--- src/sv/gdr_pkg.sv ---
`timescale 1ns / 1ps

package gdr_pkg;

  localparam logic [23:0] DIST_MAX = 24'hFFFFFF;
  localparam logic [15:0] LH_MAX   = 16'hFFFF;
  localparam logic [16:0] FRAC_ONE = 17'h10000;
  localparam int          CAM_OFS  = 16384;

  typedef enum logic [2:0] {
    CFG_PLAYER_X = 3'd0,
    CFG_PLAYER_Y = 3'd1,
    CFG_DIR_X    = 3'd2,
    CFG_DIR_Y    = 3'd3,
    CFG_PLANE_X  = 3'd4,
    CFG_PLANE_Y  = 3'd5,
    CFG_MAP_W    = 3'd6,
    CFG_MAP_H    = 3'd7
  } cfg_idx_e;

  typedef enum logic [1:0] {
    OP_WRITE = 2'd0,
    OP_SKIP  = 2'd1,
    OP_CAST  = 2'd2
  } op_e;

  typedef struct packed {
    logic       kind;
    logic [9:0] column;
    logic [5:0] cell_col;
    logic [5:0] cell_row;
    logic       cell_wall;
  } in_t;

  typedef struct packed {
    logic [8:0]         draw_start;
    logic [8:0]         draw_end;
    logic [15:0]        line_height;
    logic [23:0]        wall_distance;
    logic signed [7:0]  hit_col;
    logic signed [7:0]  hit_row;
    logic               hit_side;
  } out_t;

  typedef struct packed {
    op_e        op;
    logic [9:0] column;
    logic [5:0] cell_col;
    logic [5:0] cell_row;
    logic       cell_wall;
  } cmd_t;

  typedef struct packed {
    logic [21:0]        player_x;
    logic [21:0]        player_y;
    logic signed [15:0] dir_x;
    logic signed [15:0] dir_y;
    logic signed [15:0] plane_x;
    logic signed [15:0] plane_y;
    logic [6:0]         map_w;
    logic [6:0]         map_h;
  } cfg_t;

endpackage

--- src/sv/gdr_front.sv ---
`timescale 1ns / 1ps

module gdr_front import gdr_pkg::*; #(
  parameter int MAP_SIDE = 64
) (
  input  logic clk_i,
  input  logic rst_ni,
  input  logic push,
  output logic full,
  input  in_t  in_i,
  input  logic clearing_i,
  output logic cmd_valid_o,
  output cmd_t cmd_o,
  input  logic cmd_pop_i
);

  cmd_t       buf_q [2];
  logic       wr_ptr_q;
  logic       rd_ptr_q;
  logic [1:0] cnt_q;
  logic       do_push;
  logic       do_pop;
  cmd_t       cmd_new;

  always_comb begin
    cmd_new.column    = in_i.column;
    cmd_new.cell_col  = in_i.cell_col;
    cmd_new.cell_row  = in_i.cell_row;
    cmd_new.cell_wall = in_i.cell_wall;
    if (in_i.kind) begin
      cmd_new.op = OP_CAST;
    end else if ((32'(in_i.cell_col) >= MAP_SIDE) || (32'(in_i.cell_row) >= MAP_SIDE)) begin
      cmd_new.op = OP_SKIP;
    end else begin
      cmd_new.op = OP_WRITE;
    end
  end

  assign full        = (cnt_q == 2'd2) || clearing_i;
  assign do_push     = push && !full;
  assign cmd_valid_o = (cnt_q != 2'd0);
  assign do_pop      = cmd_pop_i && cmd_valid_o;
  assign cmd_o       = buf_q[rd_ptr_q];

  always_ff @(posedge clk_i or negedge rst_ni) begin
    if (!rst_ni) begin
      wr_ptr_q <= 1'b0;
      rd_ptr_q <= 1'b0;
      cnt_q    <= 2'd0;
    end else begin
      if (do_push) begin
        wr_ptr_q <= ~wr_ptr_q;
      end
      if (do_pop) begin
        rd_ptr_q <= ~rd_ptr_q;
      end
      cnt_q <= cnt_q + {1'b0, do_push} - {1'b0, do_pop};
    end
  end

  always_ff @(posedge clk_i) begin
    if (do_push) begin
      buf_q[wr_ptr_q] <= cmd_new;
    end
  end

endmodule

--- config.mk ---
export PLATFORM = sky130hd
export DESIGN_NAME = gdr_front
export DESIGN_NICKNAME = d
export VERILOG_FILES = /design/src/sv/gdr_pkg.sv /design/src/sv/gdr_front.sv
export SDC_FILE = /design/constraint.sdc
export NUM_CORES = 1
export LEC_CHECK = 0
export ABC_CLOCK_PERIOD_IN_PS = 2200
export BUFFER_PORTS_ARGS = -buffer_cell sky130_fd_sc_hd__buf_2
export CAP_MARGIN = 0
export CORE_MARGIN = 1.5
export CORE_UTILIZATION = 46
export CTS_CLUSTER_DIAMETER = 30
export DETAILED_ROUTE_END_ITERATION = 7
export PLACE_DENSITY = 0.74
export SLEW_MARGIN = 20
export SYNTH_ARGS = -nofsm -noshare
export SYNTH_HDL_FRONTEND = slang
export SYNTH_SLANG_ARGS = --single-unit
--- constraint.sdc ---
create_clock -name clk_i -period 2.2 [get_ports clk_i]
set_input_delay 0.44 -clock clk_i [delete_from_list [all_inputs] [get_ports clk_i]]
set_output_delay 0.44 -clock clk_i [all_outputs]
set_load 0.05 [all_outputs]
### Yosys cells after proc, flatten, opt, wreduce, memory -nomap -nowiden

Memory sizes are Yosys's and may differ from the RTL's.
Index checks and enable logic that the tools add are counted.

* memories: 1
* memory bits (writable): 50
* input bits: 29
* output and inout port bits: 27
* logic and storage cells: 17
* flip-flop bits (word level): 4

Memory list
* buf_q: words 2, bits a word 25, read ports 1, clocked after Yosys merged registers in 0, write ports 1, line gdr_front.sv:17 `cmd_t buf_q [2];`

* multiplexer cells: 3
* equal/unequal tests: 1
* bitwise gates (word level): 2
* reduce and logical (&&, ||, !) cells: 5
* $add $sub $neg: 2

Operators by type and width (number)
* $add 2x1->2: 1
* $eq 2x2->1 const B: 1
* $logic_and 1x1->1: 2
* $mux 1: 2
* $mux 2: 1
* $not 1->1: 2
* $reduce_bool 2->1: 1
* $sub 2x1->2: 1
* $logic_not 1->1: 1
* $logic_or 1x1->1: 1

### Depth between registers and ports, before layout

Gate-level depths: netlist of run 1.

* word-level depth: 6
* depth in mapped cells: 7
* depth with buffers taken out: 7

### Least setup slack after synthesis of run 1

No wires, ideal clock.

* path type: input-to-reg
* from: input clearing_i
* to: memory buf_q[0][0] (netlist name) (enable)
* data required time: 1.795 ns
* buffers on the path: 0
* slack: 0.083 ns
* arrival: 1.712 ns
* setup time: 0.405 ns
* stages: 2
* cells stage by stage: nand3b_1 > nor2_1

* longest elaborated chain between the ends: 5

Ends and longest elaborated chain
* from (decl): line gdr_front.sv:11 `input logic clearing_i,`
* $logic_or 1x1->1: line gdr_front.sv:39 `assign full = (cnt_q == 2'd2) || clearing_i;`
* $logic_not 1->1: line gdr_front.sv:40 `assign do_push = push && !full;`
* $logic_and 1x1->1: line gdr_front.sv:40
* $mux 1: line gdr_front.sv:62 `if (do_push) begin`
* $mux 1 (not written as such): line gdr_front.sv:63 `buf_q[wr_ptr_q] <= cmd_new;`
* to (decl): line gdr_front.sv:17

Every way passes these cells.

==> metrics.yaml, run 1 <==
clocking:
  cts_made_buffers: 5
  cts_buffer_depth: 2
  cts_max_level: 2
  cts.sinks: 52
  clk_pin_slew_ps: 90
  postCtsSetupRepairBufs: 0
  cts_root_buf: "clkbuf_8"
  cts_tree: "done"
  cts_resized: 0
  worstSkewPairLatency_ps: 300
timing:
  setup_viol: 0
  period_minus_slack_ps: 1916
  finalCritPeriodShare_pct: 87.08
  setup-tns-final_ps: 0
  setup_ws_ps: 284.3
  hold_viol: 0
  finalMaxSlewViolations: 0
  rsz0062_at_grt: "false"
  hold_ws_ps: 318.4
  fmax_mhz: 522.0
  fin_worst_skew_ps: 6.680
power_and_ir_drop:
  ir_drop_v: 0.0007427
  powerDensity_nw_per_um2: 1367
  p_leak_uw: 0.001021
  total_power_uw: 3430
synthesis:
  synthArstFlopShare_pct: 7.692
  yosysMostFrequentCell: "edfxtp_1"
  yosys.area.top_type: "edfxtp_1"
  ys_warn_count: 0
  synth-edff-count: 48
  ys_ff_latch: 52
  synth-adder-area-share_pct: 1.226
  ys_seq_area_share_pct: 75.54
  synth_area_leaders: "edfxtp_1, mux2_4, dfrtp_1"
  syn_inst: 96
  yosysTopAreaCellShare_pct: 70.63
  yosysUniqueCellTypes: 16
  syn_area_per_cell_um2: 21.26
  synth-compound-area-share_pct: 0
  yosys.area_share.simple_pct: 2.207
  synth_top_family_by_area: "multiplexers"
  synth_nets: 127
  post_synth_xor_area_fraction_pct: 1.717
  post_synth_instance_area_um2: 2041
  muxShareOfSynthArea_pct: 16.74
  ys_top_cells_by_count: "edfxtp_1, mux2_4, mux2_2"
  synth_ff_type: "edfxtp_1"
outcome:
  status: "completed"
die:
  chipHeight_um: 69.61
  dieArea_um2: 4845
  num_rows: 24
  core_um2: 4324
  io_pins: 56
  start_util_pct: 47.19
  fp.dieW_um: 69.61
global_routing:
  antenna_found_initial: 0
  grt_util_all_layers_pct: 13.28
  grt_remaining_overflow: 0
  grt_max_degree: 18
  grt_pass1_vias: 1023
  grt_pass1_wl_um: 4692
detailed_routing:
  wl_per_cell_um: 14.15
  vias_per_cell: 4.812
  ant_nets: 0
  drc: 0
  drt_wl_total_um: 3015
  dr.pass1.iters: 3
  vias: 1025
  drt_iter0_markers: 74
finish:
  fillCellCount: 352
  drive_gt1_share_pct: 59.63
  diodes: 0
  area_growth_pct: 22.99
  final_cells: 213
  layout.nets: 191
setup_path:
  worstPathArrival_ps: 1480
  crit_fanout: 13
  end_kind: "output port"
  cp-start-kind: "register"
  ff2ff_setup_slack_ps: 480
  critPathRequiredTime_ps: 1760
  critPathKind: "reg2out"
place:
  place_congestion: 0.7264
  hpwl_um: 2199
  post-place-cells: 204
  place_ws_ps: 438.0
  numPortBuffers: 54
flow_run:
  drv_cap: 0
min_path:
  hold_class: "in2reg"
## through the flow
step                area (um^2)  utilization [%]
floorplan                  2041                -
detailed placement         2385            55.15
global route               2510            58.04
global placement           2385            55.15
CTS                        2510            58.04
finish                     2510            58.04
## critical path: stages (launching register included)
cell	delay, ps
dfrtp_1	350
buf_4	260
mux2_2	360
buf_2	210
## per-layer routing
| metal | GRT usage (%) | up-vias | share of wire [%] |
|---|---|---|---|
| met3 | 4.942 | 7 | 6.3 |
| li1 | - | 485 | - |
| met1 | 14.73 | 494 | 41 |
| met4 | 6.536 | 0 | 1.5 |
| met5 | 0 | - | 0 |
| met2 | 22.44 | 39 | 52 |
## layout by cell type (no fill, tap or decap)
cell type | synthesis | layout
nor2_2 | 0 | 2
inv_6 | 0 | 1
clkinvlp_4 | 0 | 1
dfrtp_1 | 4 | 4
dlygate4sd3_1 | 0 | 1
nand2b_1 | 2 | 2
or2_4 | 1 | 1
ha_1 | 2 | 2
and2_4 | 1 | 1
buf_2 | 0 | 54
xor2_1 | 1 | 1
conb_1 | 1 | 1
xnor2_1 | 3 | 3
nand3b_1 | 1 | 1
mux2_2 | 5 | 5
mux2_4 | 19 | 19
inv_1 | 2 | 2
bufinv_16 | 0 | 1
clkbuf_8 | 0 | 5
buf_4 | 1 | 6
edfxtp_1 | 48 | 48
## cells by family (layout without fill, tap and decap cells)
group                    count (synthesis)  in the layout
multiplexers                            24             24
flip-flops                              52             52
XOR/XNOR                                 4              4
other                                    1              1
AND/OR/NAND/NOR                          7              7
buffers and inverters                    6             71
adder cells (fa/ha/maj)                  2              2
## power breakdown
group / total (uW) / switching, uW / internal, uW
registers: 1300 / 54.9 / 1240
logic: 1480 / 975 / 510
clock network: 646 / 303 / 342
total: 3430 / 1330 / 2100
## state kept, by name (all words and copies together) (netlist names)
name      count
buf_q        48
cnt_q         2
rd_ptr_q      1
wr_ptr_q      1
## area by class of cell
type	count	area [um^2]	area share, %
Tap cell	52	65.06	2.592
Clock buffer	5	68.82	2.742
Timing Repair Buffer	61	325.3	12.96
Sequential cell	52	1541	61.42
Multi-Input combinational cell	38	455.4	18.15
Inverter	2	7.507	0.2991
Clock inverter	3	46.29	1.844
## path summary, 6_finish.rpt
kind	start	endpoint	depth (start not counted)
setup / recovery	rd_ptr_q	cmd_o[3]	3
hold reg to reg	cnt_q[1]	cnt_q[1]	1
hold / removal	in_i[23]	buf_q[1][24]	1
setup reg to reg	cnt_q[1]	cnt_q[1]	7
min in group asynchronous	rst_ni	cnt_q[1]	2
max in group asynchronous	rst_ni	rd_ptr_q	2
## timing repair
item                                    4_1_cts  5_1_grt
endpoints found under the setup margin        0        0
hold buffers                                  1        0
endpoints found under the hold margin         4        0
(Power assumes the default switching activity.)
==> inputs of run 2 (changes only) <==
--- a/config.mk
+++ b/config.mk
@@ -10,2 +10,3 @@
 export CAP_MARGIN = 0
+export CORE_ASPECT_RATIO = 1.75
 export CORE_MARGIN = 1.5
==> constraint.sdc (replaced) <==
create_clock -name clk_i -period 2.2 [get_ports clk_i]
set_input_delay 0.33 -clock clk_i [delete_from_list [all_inputs] [get_ports clk_i]]
set_output_delay 0.33 -clock clk_i [all_outputs]
set_load 0.05 [all_outputs]
==> run 2 against run 1 <==
  * Clock power fell by 23%
  * Non-clock buffer count did not move
  * Die area rose by 0.33%
  * Critical endpoint is now cmd_o[2]
  * Largest power group unchanged
==> metrics.yaml, run 2 (synthesis results as in run 1) <==
setup_path:
  cp-start-kind: "register"
  r2r_start: "cnt_q[1]"
  ff2ff_setup_slack_ps: 380
  r2r_cells: 7
  r2r-end: "cnt_q[1]"
  cp_slowest_cell: "dfrtp_1"
  crit_fanout: 16
  worstPathArrival_ps: 1560
  critPathRequiredTime_ps: 1870
  critPathKind: "reg2out"
  crit_family: "buffers and inverters"
  crit_buf_inv: 2
  crit_chain: "buf_4 > mux2_2 > buf_2"
  max_stage_delay_ps: 390
  end_kind: "output port"
die:
  fp.dieW_um: 53.35
  num_rows: 31
  dieArea_um2: 4861
  chipHeight_um: 91.11
  io_pins: 56
  start_util_pct: 48.72
  core_um2: 4189
timing:
  rsz0062_at_grt: "false"
  setup-tns-final_ps: 0
  fin_worst_skew_ps: 3.816
  finalCritPeriodShare_pct: 86.13
  setup_viol: 0
  fmax_mhz: 527.7
  finalMaxSlewViolations: 0
  setup_ws_ps: 305.1
  hold_ws_ps: 213.1
  period_minus_slack_ps: 1895
  hold_viol: 0
global_routing:
  grt_pass1_vias: 1095
  grt_remaining_overflow: 0
  antenna_found_initial: 0
  grt_max_degree: 17
  grt_pass1_wl_um: 4912
  grt_util_all_layers_pct: 14.70
clocking:
  cts_made_buffers: 5
  cts_max_level: 2
  cts_tree: "done"
  cts_resized: 0
  cts.sinks: 52
  clk_pin_slew_ps: 80
  cts_root_buf: "clkbuf_8"
  worstSkewPairLatency_ps: 300
  cts_buffer_depth: 2
min_path:
  hold_class: "in2reg"
  holdPathStages: 1
  worstHoldEndpoint: "buf_q[0][16]"
  worstHoldStart: "in_i[16]"
finish:
  fin_util_pct: 58.99
  layout.nets: 191
  layout_common_cells: "buf_2, edfxtp_1, mux2_4"
  top_register: "buf_q"
  regArea_um2: 1541
  drive_gt1_share_pct: 57.76
  area_growth_pct: 21.09
  fillCellCount: 334
  diodes: 0
  final_common_cell: "buf_2"
  largest_register_ffs: 48
  reg_top3: "buf_q: 48 flops, cnt_q: 2 flops"
  multi_input_area_um2: 455.4
detailed_routing:
  wl_per_cell_um: 14.80
  ant_nets: 0
  drc: 0
  dr.pass1.iters: 3
  vias: 1034
  drt_wl_total_um: 3109
  drt_iter0_markers: 14
  vias_per_cell: 4.924
place:
  numPortBuffers: 54
  place_congestion: 0.6833
  place_ws_ps: 406.4
  hpwl_um: 2364
power_and_ir_drop:
  ir_drop_v: 0.0008986
  p_leak_uw: 0.001006
  powerDensity_nw_per_um2: 1328
  total_power_uw: 3283
outcome:
  status: "completed"
flow_run:
  drv_cap: 0
## run 2: routing by layer
layer	vias to the layer above	wire length (um)	track usage [%]
li1	487	-	-
met1	501	1017	13.96
met2	38	1800	26.54
met3	8	203	4.934
met4	0	88	6.624
met5	-	0	0
## run 2: worst register-to-register path, cell delays in order, from the launching register on
cell	delay, ps
dfrtp_1	420
or2_4	270
and2_4	160
ha_1	280
inv_1	50
ha_1	200
xnor2_1	210
xnor2_1	150
## run 2: area by class of cell
type / instances / area share (%)
Sequential cell: 52 / 62.38
Timing Repair Buffer: 61 / 13.16
Clock buffer: 8 / 3.241
Multi-Input combinational cell: 38 / 18.43
Tap cell: 49 / 2.481
Inverter: 2 / 0.3038
## run 2: power breakdown
group | internal (uW) | switching, uW | total [uW]
Combinational | 510 | 969 | 1480
Sequential | 1240 | 63.0 | 1310
Clock | 226 | 270 | 496
## run 2: timing repair
action,in CTS,in global routing
endpoints found under the hold margin,4,0
setup buffers,0,0
hold buffers,1,0
## run 2: per-stage QoR
| stage | instances | area, um^2 |
|---|---|---|
| 2_1_floorplan | 96 | 2041 |
| 3_3_place_gp | 201 | 2381 |
| 3_5_place_dp | 201 | 2381 |
| 4_1_cts | 210 | 2471 |
| 5_1_grt | 210 | 2471 |
| 6_report | 210 | 2471 |
## run 2: how the worst max path moves through the flow
stage | start | to | slack (ps) | depth (start not counted)
finish | rd_ptr_q | cmd_o[2] | 310 | 3
global route | rd_ptr_q | cmd_o[2] | 200 | 3
CTS | rd_ptr_q | cmd_o[3] | 270 | 3
detailed placement | cnt_q[1] | cnt_q[1] | 410 | 7
global placement | cnt_q[1] | cnt_q[1] | 570 | 7
floorplan | cnt_q[1] | buf_q[0][0] | 120 | 3
